==> config.mk <==
export PLATFORM = sky130hd
export DESIGN_NAME = gamepad_change_event_detector
export DESIGN_NICKNAME = d
export VERILOG_FILES = /design/src/design/gced_pkg.sv /design/src/design/gced_cfg.sv /design/src/design/gced_front.sv /design/src/design/gced_queue.sv /design/src/design/gced_back.sv /design/src/design/gamepad_change_event_detector.sv
export SDC_FILE = /design/constraint.sdc
export NUM_CORES = 1
export LEC_CHECK = 0
export BUFFER_PORTS_ARGS = -buffer_cell sky130_fd_sc_hd__buf_2
export CAP_MARGIN = 20
export CORE_AREA = 2 2 294 296
export DETAILED_ROUTE_END_ITERATION = 7
export DIE_AREA = 0 0 296 298
export GPL_TIMING_DRIVEN = 1
export PLACE_DENSITY = 0.38
export SYNTH_ARGS = -nofsm -noshare
export SYNTH_HDL_FRONTEND = slang
export SYNTH_SLANG_ARGS = --single-unit
==> constraint.sdc <==
create_clock -name clk -period 10.5 [get_ports clk]
set_clock_uncertainty 0.2 [all_clocks]
set_input_delay 1.575 -clock clk [delete_from_list [all_inputs] [get_ports clk]]
set_output_delay 1.575 -clock clk [all_outputs]
set_load 0.02 [all_outputs]
==> src/design/gced_pkg.sv <==
// types, constants and level functions shared by the change-event detector
package gced_pkg;

    localparam int NUM_BUTTONS  = 14;
    localparam int NUM_TRIGGERS = 2;
    localparam int NUM_AXES     = 4;
    localparam int NUM_SLOTS    = NUM_BUTTONS + NUM_TRIGGERS + NUM_AXES;
    localparam int SLOT_W       = $clog2(NUM_SLOTS);
    localparam int QUEUE_DEPTH  = 2;
    localparam int QPTR_W       = $clog2(QUEUE_DEPTH);
    localparam int QCNT_W       = $clog2(QUEUE_DEPTH + 1);

    localparam logic [4:0]  ID_TRIGGER_BASE = 5'd14;
    localparam logic [4:0]  ID_AXIS_BASE    = 5'd16;
    localparam logic [15:0] LEVEL_ONE       = 16'd32768;

    localparam logic [7:0]  THRESHOLD_RESET = 8'd30;
    localparam logic [14:0] DEADZONE_RESET  = 15'd8689;

    localparam int PADDR_W = 3;
    localparam logic REG_TRIGGER_THRESHOLD = 1'b0;
    localparam logic REG_STICK_DEADZONE    = 1'b1;

    typedef struct packed {
        logic [7:0]  trigger_threshold;
        logic [14:0] stick_deadzone;
    } cfg_t;

    typedef struct packed {
        logic [NUM_SLOTS-1:0]    mask;
        logic [NUM_BUTTONS-1:0]  buttons;
        logic [NUM_TRIGGERS-1:0][7:0]  triggers;
        logic [NUM_AXES-1:0][15:0]     axes;
        logic [NUM_AXES-1:0]     axis_pos;
    } rpt_t;

    typedef struct packed {
        logic full;
        logic empty;
    } qstat_t;

    // round(v * 32768 / 255)
    function automatic logic [15:0] trigger_level(input logic [7:0] v);
        logic [14:0] y;
        logic [15:0] s;
        logic [7:0]  q;
        y = {v, 7'd0} + 15'd127;
        s = {1'b0, y} + 16'd1 + {8'd0, y[14:7] >> 1};
        q = s[15:8];
        return {1'b0, v, 7'd0} + {8'd0, q};
    endfunction

    // round(m * 32768 / 32767) for m below 32768
    function automatic logic [15:0] axis_pos_level(input logic [15:0] m);
        return m + {15'd0, m[14]};
    endfunction

endpackage

==> src/design/gced_cfg.sv <==
// configuration register file behind the apb-style port
module gced_cfg
    import gced_pkg::*;
(
    input  logic               clk,
    input  logic               rst_n,
    input  logic               psel,
    input  logic               penable,
    input  logic               pwrite,
    input  logic [PADDR_W-1:0] paddr,
    input  logic [31:0]        pwdata,
    output logic [31:0]        prdata,
    output logic               pready,
    output cfg_t               cfg
);

    cfg_t cfg_reg;
    cfg_t cfg_next;
    logic reg_sel;

    assign pready  = 1'b1;
    assign reg_sel = paddr[2];
    assign cfg     = cfg_reg;

    always_comb
    begin
        cfg_next = cfg_reg;
        if (psel && penable && pwrite)
        begin
            case (reg_sel)
                REG_TRIGGER_THRESHOLD: cfg_next.trigger_threshold = pwdata[7:0];
                REG_STICK_DEADZONE:    cfg_next.stick_deadzone    = pwdata[14:0];
                default:               cfg_next = cfg_reg;
            endcase
        end
    end

    always_comb
    begin
        case (reg_sel)
            REG_TRIGGER_THRESHOLD: prdata = {24'd0, cfg_reg.trigger_threshold};
            REG_STICK_DEADZONE:    prdata = {17'd0, cfg_reg.stick_deadzone};
            default:               prdata = 32'd0;
        endcase
    end

    always_ff @(posedge clk or negedge rst_n)
    begin
        if (!rst_n)
        begin
            cfg_reg.trigger_threshold <= THRESHOLD_RESET;
            cfg_reg.stick_deadzone    <= DEADZONE_RESET;
        end
        else
        begin
            cfg_reg <= cfg_next;
        end
    end

endmodule

==> src/design/gced_front.sv <==
// front end: accepts reports, drops stale ones, builds the change mask
module gced_front
    import gced_pkg::*;
(
    input  logic        clk,
    input  logic        rst_n,
    input  logic        in_valid,
    output logic        in_ready,
    input  logic [31:0] packet_number,
    input  logic [15:0] button_word,
    input  logic [7:0]  trigger_l,
    input  logic [7:0]  trigger_r,
    input  logic signed [15:0] left_stick_x,
    input  logic signed [15:0] left_stick_y,
    input  logic signed [15:0] right_stick_x,
    input  logic signed [15:0] right_stick_y,
    input  qstat_t      qstat,
    output logic        push,
    output rpt_t        push_data
);

    logic [31:0]                  packet_reg;
    logic [NUM_BUTTONS-1:0]       buttons_reg;
    logic [NUM_TRIGGERS-1:0][7:0] triggers_reg;
    logic [NUM_AXES-1:0][15:0]    axes_reg;

    logic                         take;
    logic [NUM_BUTTONS-1:0]       btn_new;
    logic [NUM_TRIGGERS-1:0][7:0] trig_new;
    logic [NUM_AXES-1:0][15:0]    axes_new;
    rpt_t                         rpt;

    assign in_ready = !qstat.full;
    assign take     = in_valid && in_ready && (packet_number > packet_reg);
    assign btn_new  = {button_word[15:12], button_word[9:0]};
    assign trig_new = {trigger_r, trigger_l};
    assign axes_new = {right_stick_y, right_stick_x, left_stick_y, left_stick_x};

    always_comb
    begin
        rpt          = '0;
        rpt.buttons  = btn_new;
        rpt.triggers = trig_new;
        rpt.axes     = axes_new;
        rpt.mask[NUM_BUTTONS-1:0] = btn_new ^ buttons_reg;
        for (int t = 0; t < NUM_TRIGGERS; t++)
        begin
            rpt.mask[NUM_BUTTONS + t] = (trig_new[t] != triggers_reg[t]);
        end
        for (int a = 0; a < NUM_AXES; a++)
        begin
            rpt.mask[NUM_BUTTONS + NUM_TRIGGERS + a] = (axes_new[a] != axes_reg[a]);
            if (axes_new[a] != 16'd0)
            begin
                rpt.axis_pos[a] = !axes_new[a][15];
            end
            else
            begin
                // zero releases the direction last used
                rpt.axis_pos[a] = !axes_reg[a][15] && (axes_reg[a] != 16'd0);
            end
        end
    end

    assign push      = take && (rpt.mask != '0);
    assign push_data = rpt;

    always_ff @(posedge clk or negedge rst_n)
    begin
        if (!rst_n)
        begin
            packet_reg   <= '0;
            buttons_reg  <= '0;
            triggers_reg <= '0;
            axes_reg     <= '0;
        end
        else if (take)
        begin
            packet_reg   <= packet_number;
            buttons_reg  <= btn_new;
            triggers_reg <= trig_new;
            axes_reg     <= axes_new;
        end
    end

endmodule

==> src/design/gced_queue.sv <==
// short report queue between front end and event generator
module gced_queue
    import gced_pkg::*;
(
    input  logic   clk,
    input  logic   rst_n,
    input  logic   push,
    input  rpt_t   push_data,
    input  logic   pop,
    output rpt_t   head_data,
    output qstat_t qstat
);

    rpt_t              entry_reg [QUEUE_DEPTH];
    logic [QPTR_W-1:0] wr_ptr_reg;
    logic [QPTR_W-1:0] wr_ptr_next;
    logic [QPTR_W-1:0] rd_ptr_reg;
    logic [QPTR_W-1:0] rd_ptr_next;
    logic [QCNT_W-1:0] count_reg;
    logic [QCNT_W-1:0] count_next;

    assign head_data   = entry_reg[rd_ptr_reg];
    assign qstat.full  = (count_reg == QCNT_W'(QUEUE_DEPTH));
    assign qstat.empty = (count_reg == '0);

    always_comb
    begin
        wr_ptr_next = wr_ptr_reg;
        rd_ptr_next = rd_ptr_reg;
        count_next  = count_reg;
        if (push)
        begin
            wr_ptr_next = (wr_ptr_reg == QPTR_W'(QUEUE_DEPTH - 1)) ? '0 : wr_ptr_reg + 1'b1;
        end
        if (pop)
        begin
            rd_ptr_next = (rd_ptr_reg == QPTR_W'(QUEUE_DEPTH - 1)) ? '0 : rd_ptr_reg + 1'b1;
        end
        if (push && !pop)
        begin
            count_next = count_reg + 1'b1;
        end
        else if (pop && !push)
        begin
            count_next = count_reg - 1'b1;
        end
    end

    always_ff @(posedge clk)
    begin
        if (push)
        begin
            entry_reg[wr_ptr_reg] <= push_data;
        end
    end

    always_ff @(posedge clk or negedge rst_n)
    begin
        if (!rst_n)
        begin
            wr_ptr_reg <= '0;
            rd_ptr_reg <= '0;
            count_reg  <= '0;
        end
        else
        begin
            wr_ptr_reg <= wr_ptr_next;
            rd_ptr_reg <= rd_ptr_next;
            count_reg  <= count_next;
        end
    end

endmodule

==> src/design/gced_back.sv <==
// event generator: walks the change mask, one event word per cycle while the output is not stalled
module gced_back
    import gced_pkg::*;
(
    input  logic        clk,
    input  logic        rst_n,
    input  rpt_t        head_data,
    input  qstat_t      qstat,
    input  cfg_t        cfg,
    output logic        pop,
    output logic        out_valid,
    input  logic        out_ready,
    output logic [4:0]  control_id,
    output logic        is_pressed,
    output logic [15:0] level,
    output logic        last_event
);

    logic                 work_active_reg;
    logic                 work_active_next;
    logic [NUM_SLOTS-1:0] work_mask_reg;
    logic [NUM_SLOTS-1:0] work_mask_next;
    logic                 out_valid_reg;
    logic                 out_valid_next;
    logic [4:0]           id_reg;
    logic                 pressed_reg;
    logic [15:0]          level_reg;
    logic                 last_reg;

    logic [NUM_SLOTS-1:0] cur_mask;
    logic [NUM_SLOTS-1:0] low_bit;
    logic [NUM_SLOTS-1:0] rest_mask;
    logic [SLOT_W-1:0]    slot;
    logic                 emit;
    logic [4:0]           ev_id;
    logic                 ev_pressed;
    logic [15:0]          ev_level;
    logic [15:0]          ax;
    logic [15:0]          mag;
    logic                 ax_pos;
    logic [1:0]           ax_idx;
    logic                 tr_idx;

    assign cur_mask  = work_active_reg ? work_mask_reg : head_data.mask;
    assign low_bit   = cur_mask & (~cur_mask + 1'b1);
    assign rest_mask = cur_mask & ~low_bit;
    assign emit      = !qstat.empty && (!out_valid_reg || out_ready);
    assign pop       = emit && (rest_mask == '0);

    always_comb
    begin
        slot = '0;
        for (int i = 0; i < NUM_SLOTS; i++)
        begin
            if (low_bit[i])
            begin
                slot = slot | SLOT_W'(i);
            end
        end
    end

    always_comb
    begin
        tr_idx     = slot[0];
        ax_idx     = 2'(slot - SLOT_W'(NUM_BUTTONS + NUM_TRIGGERS));
        ax         = head_data.axes[ax_idx];
        ax_pos     = head_data.axis_pos[ax_idx];
        mag        = ax[15] ? (~ax + 16'd1) : ax;
        ev_id      = 5'(slot);
        ev_pressed = 1'b0;
        ev_level   = '0;
        case (slot) inside
            [0:NUM_BUTTONS-1]:
            begin
                ev_pressed = head_data.buttons[slot[3:0]];
                ev_level   = ev_pressed ? LEVEL_ONE : 16'd0;
            end
            [NUM_BUTTONS:NUM_BUTTONS+NUM_TRIGGERS-1]:
            begin
                ev_pressed = head_data.triggers[tr_idx] > cfg.trigger_threshold;
                ev_level   = trigger_level(head_data.triggers[tr_idx]);
            end
            default:
            begin
                ev_id = ID_AXIS_BASE + {2'd0, ax_idx, 1'b0} + {4'd0, ax_pos};
                if (ax == 16'd0)
                begin
                    ev_pressed = 1'b0;
                    ev_level   = 16'd0;
                end
                else
                begin
                    ev_pressed = mag > {1'b0, cfg.stick_deadzone};
                    ev_level   = ax[15] ? mag : axis_pos_level(mag);
                end
            end
        endcase
    end

    always_comb
    begin
        work_active_next = work_active_reg;
        work_mask_next   = work_mask_reg;
        out_valid_next   = out_valid_reg;
        if (out_valid_reg && out_ready)
        begin
            out_valid_next = 1'b0;
        end
        if (emit)
        begin
            out_valid_next   = 1'b1;
            work_active_next = (rest_mask != '0);
            work_mask_next   = rest_mask;
        end
    end

    always_ff @(posedge clk or negedge rst_n)
    begin
        if (!rst_n)
        begin
            work_active_reg <= 1'b0;
            out_valid_reg   <= 1'b0;
        end
        else
        begin
            work_active_reg <= work_active_next;
            out_valid_reg   <= out_valid_next;
        end
    end

    always_ff @(posedge clk)
    begin
        work_mask_reg <= work_mask_next;
        if (emit)
        begin
            id_reg      <= ev_id;
            pressed_reg <= ev_pressed;
            level_reg   <= ev_level;
            last_reg    <= (rest_mask == '0);
        end
    end

    assign out_valid  = out_valid_reg;
    assign control_id = id_reg;
    assign is_pressed = pressed_reg;
    assign level      = level_reg;
    assign last_event = last_reg;

endmodule

==> src/design/gamepad_change_event_detector.sv <==
// top level of the gamepad change-event detector
// A report is taken whenever the two-entry report queue has room; stale
// reports and reports without changes leave no trace downstream. Each queued report
// then yields one event word per cycle while the output is accepted, from 1 up to 20
// of them in control order, with no gap between reports; last_event marks the final
// word of each report. The sustained rate is set by the event generator, one event
// word per cycle, and by the output handshake.
module gamepad_change_event_detector
    import gced_pkg::*;
(
    input  logic               clk,
    input  logic               rst_n,
    input  logic               psel,
    input  logic               penable,
    input  logic               pwrite,
    input  logic [PADDR_W-1:0] paddr,
    input  logic [31:0]        pwdata,
    output logic [31:0]        prdata,
    output logic               pready,
    input  logic               in_valid,
    output logic               in_ready,
    input  logic [31:0]        packet_number,
    input  logic [15:0]        button_word,
    input  logic [7:0]         trigger_l,
    input  logic [7:0]         trigger_r,
    input  logic signed [15:0] left_stick_x,
    input  logic signed [15:0] left_stick_y,
    input  logic signed [15:0] right_stick_x,
    input  logic signed [15:0] right_stick_y,
    output logic               out_valid,
    input  logic               out_ready,
    output logic [4:0]         control_id,
    output logic               is_pressed,
    output logic [15:0]        level,
    output logic               last_event
);

    cfg_t   cfg;
    qstat_t qstat;
    logic   push;
    rpt_t   push_data;
    logic   pop;
    rpt_t   head_data;

    gced_cfg u_cfg (
        .clk     (clk),
        .rst_n   (rst_n),
        .psel    (psel),
        .penable (penable),
        .pwrite  (pwrite),
        .paddr   (paddr),
        .pwdata  (pwdata),
        .prdata  (prdata),
        .pready  (pready),
        .cfg     (cfg)
    );

    gced_front u_front (
        .clk           (clk),
        .rst_n         (rst_n),
        .in_valid      (in_valid),
        .in_ready      (in_ready),
        .packet_number (packet_number),
        .button_word   (button_word),
        .trigger_l     (trigger_l),
        .trigger_r     (trigger_r),
        .left_stick_x  (left_stick_x),
        .left_stick_y  (left_stick_y),
        .right_stick_x (right_stick_x),
        .right_stick_y (right_stick_y),
        .qstat         (qstat),
        .push          (push),
        .push_data     (push_data)
    );

    gced_queue u_queue (
        .clk       (clk),
        .rst_n     (rst_n),
        .push      (push),
        .push_data (push_data),
        .pop       (pop),
        .head_data (head_data),
        .qstat     (qstat)
    );

    gced_back u_back (
        .clk        (clk),
        .rst_n      (rst_n),
        .head_data  (head_data),
        .qstat      (qstat),
        .cfg        (cfg),
        .pop        (pop),
        .out_valid  (out_valid),
        .out_ready  (out_ready),
        .control_id (control_id),
        .is_pressed (is_pressed),
        .level      (level),
        .last_event (last_event)
    );

endmodule
==> flow_summary.ini <==
[layout]
final-instance-count-excl-fill = 2895
fill_cells = 8678
mostFrequentLayoutCell = edfxtp_1
syn_to_final_growth_pct = 19.0
mostFrequentLayoutCells = 278 x edfxtp_1, 187 x buf_2, 160 x mux2_2
drive_above_1_share_pct = 31.3
largest_reg_flops = 236
final_util_pct = 29.5
fin_nets = 1937

[yosys]
synth_top_flop_cell = edfxtp_1
ys_types = 81
synth_edf_count = 278
post_synth.cell_area_avg_um2 = 14.1
ys_seq_area_share_pct = 58.1
yosys_register_bits = 433
synthArstFlopShare_pct = 35.8
ys_warn_count = 0
synth.cell_area_um2 = 21100
netlist_instances = 1490

[critical_path]
cp.arrival_ps = 8320
path_max_fanout = 41
endpoint = u_back.is_pressed$_DFFE_PP_
startpoint = u_queue.rd_ptr_reg$_DFFE_PN0P_
worstSetupEndpointType = flip-flop
slowest_stage = dfrtp_4
rr_endpoint = u_back.is_pressed$_DFFE_PP_
path_common_cell = o21a_1
start_kind = flip-flop
r2r_slack_ps = 2330
reg2regPathDepth = 28
critPathMaxStageDelay_ps = 970
r2r-start = u_queue.rd_ptr_reg$_DFFE_PN0P_
required_ps = 10650
criticalPathCategory = flip-flop to flip-flop

[route]
drt_iter0_markers = 526
vias_per_cell = 4.38
vias = 12679
wl_per_cell_um = 19.6
drcViolationCount = 0
wl_um = 56700
ant_nets = 0
drt_first_pass_iters = 5

[sta]
maxSlewViolCount = 0
hold_violations = 0
tightest_slew_ps = 931
fin_tns_setup_ps = 0
maxSlewHeadroom_pct = 37.9
post-route-period-util_pct = 77.8
timing.hold.ws_ps = 294
fmaxAchievable_mhz = 122
rsz0062_at_grt = false
setup_violations = 0
fin_crit_ps = 8170

[placed_design]
numPortBuffers = 188
place_congestion = 0.800
hpwlAfterDp_um = 41400
dpl.cell_count = 2791

[grt]
grt_use_total_pct = 12.9
grt_pass1_vias = 13229
grt_pass1_wl_um = 85500
antenna_found_initial = 1
grt_max_degree = 77
overflow = 0

[floorplan]
ios = 228
core_area_um2 = 84900
start_util_pct = 24.8
core.rowCount = 107
die_h_um = 298
dieArea_um2 = 88200
die_x_um = 296

[clock_tree]
cts_hold_buf = 0
post-cts-setup-buffer-count = 0
clock-sinks = 433
cts_tree = yes
htree_levels = 2
post_cts_resized = 0
cts_buffers = 53
clockBufferDepth = 3
cts-root-buf = clkbuf_16
clock_latency_ps = 630
clkTransAtPathRegs_ps = 60

[run_status]
status = complete, no violations

[worst_hold_path]
hp-class = flip-flop to flip-flop

[pwr]
worst_ir_drop_vdd_v = 0.000144
power_density_nw_per_um2 = 289
p_leak_nw = 9.47

[run]
cap_violations = 0
==> worst min-delay path by stage <==
stage / startpoint / end / cells after the start
final: u_front.packet_reg[0]$_DFFE_PN0P_ / u_front.packet_reg[0]$_DFFE_PN0P_ / 2
after global routing: u_front.packet_reg[21]$_DFFE_PN0P_ / u_front.packet_reg[21]$_DFFE_PN0P_ / 1
after CTS: u_queue.count_reg[1]$_DFFE_PN0P_ / u_queue.count_reg[1]$_DFFE_PN0P_ / 1
after detailed placement: u_queue.count_reg[1]$_DFFE_PN0P_ / u_queue.count_reg[1]$_DFFE_PN0P_ / 1
after global placement: u_front.packet_reg[0]$_DFFE_PN0P_ / u_front.packet_reg[0]$_DFFE_PN0P_ / 2
after floorplan: u_front.packet_reg[0]$_DFFE_PN0P_ / u_front.packet_reg[0]$_DFFE_PN0P_ / 2
==> where the power goes <==
part / internal [mW] / switching [mW]
Sequential: 2.41 / 0.270
Combinational: 1.16 / 1.59
Clock: 1.05 / 0.756
Total: 4.62 / 2.62
==> Yosys cell counts, types with 9 or more instances <==
library cell | n | area, µm²
edfxtp_1 | 278 | 8350
mux2_2 | 160 | 1800
dfrtp_1 | 144 | 3600
xor2_1 | 113 | 990
inv_1 | 71 | 267
ha_1 | 62 | 776
nor2_1 | 61 | 229
nand2_1 | 54 | 203
nor4_1 | 53 | 332
mux2i_1 | 43 | 430
a21oi_1 | 42 | 210
mux4_2 | 41 | 923
o21ai_0 | 39 | 195
nand4_1 | 34 | 213
buf_4 | 23 | 173
xnor2_1 | 23 | 201
clkbuf_1 | 22 | 82.6
nor3_1 | 17 | 85.1
nand3_1 | 15 | 75.1
and2_1 | 12 | 75.1
nor2b_1 | 12 | 75.1
o21a_1 | 12 | 90.1
dfstp_2 | 11 | 289
a21o_1 | 10 | 75.1
buf_2 | 9 | 45.0
nand2b_1 | 9 | 56.3
o22ai_1 | 9 | 56.3
==> critical path, delay by kind of cell, from the launching register on <==
family          cells  cell delay, ps
compound gates     11            1610
xor+xnor            1             250
fa+ha+maj           2             720
buf+inv             2             440
flops               1             970
mux                 4            1620
simple gates        8            2010
==> per-layer routing <==
layer  up-vias  wire length [µm]  global-route usage, %
met1      6370             27400                   18.4
met2       231             25900                   20.1
met5         -                 0                      0
met4         0              1250                   3.60
li1       6003                 -                      -
met3        75              2160                   2.09
==> area by class of cell <==
type / count / area [µm²] / share of cell area, %
Antenna cell: 1 / 2.50 / 0.00999
Clock buffer: 69 / 1440 / 5.74
Sequential cell: 433 / 12200 / 48.9
Clock inverter: 31 / 302 / 1.20
Tap cell: 1144 / 1430 / 5.71
Timing Repair Buffer: 207 / 1140 / 4.54
Inverter: 71 / 267 / 1.06
Multi-Input combinational cell: 939 / 8240 / 32.9
==> cell families after synthesis <==
logic type      synth area share, %
mux                            16.4
compound gates                 4.75
simple gates                   8.01
flops                          58.1
buf+inv                        3.18
xor+xnor                       5.73
other cells                  0.0357
fa+ha+maj                      3.78
==> through the flow <==
stage	total power [mW]	cell area, µm²	setup slack [ps]
floorplan	4.69	21100	1490
global placement	5.48	23200	2230
detailed placement	5.52	23200	2230
CTS	7.37	25000	2210
global route	7.77	25100	1730
finish	7.24	25100	2330
Note: power is estimated with default switching activity, not from simulation.
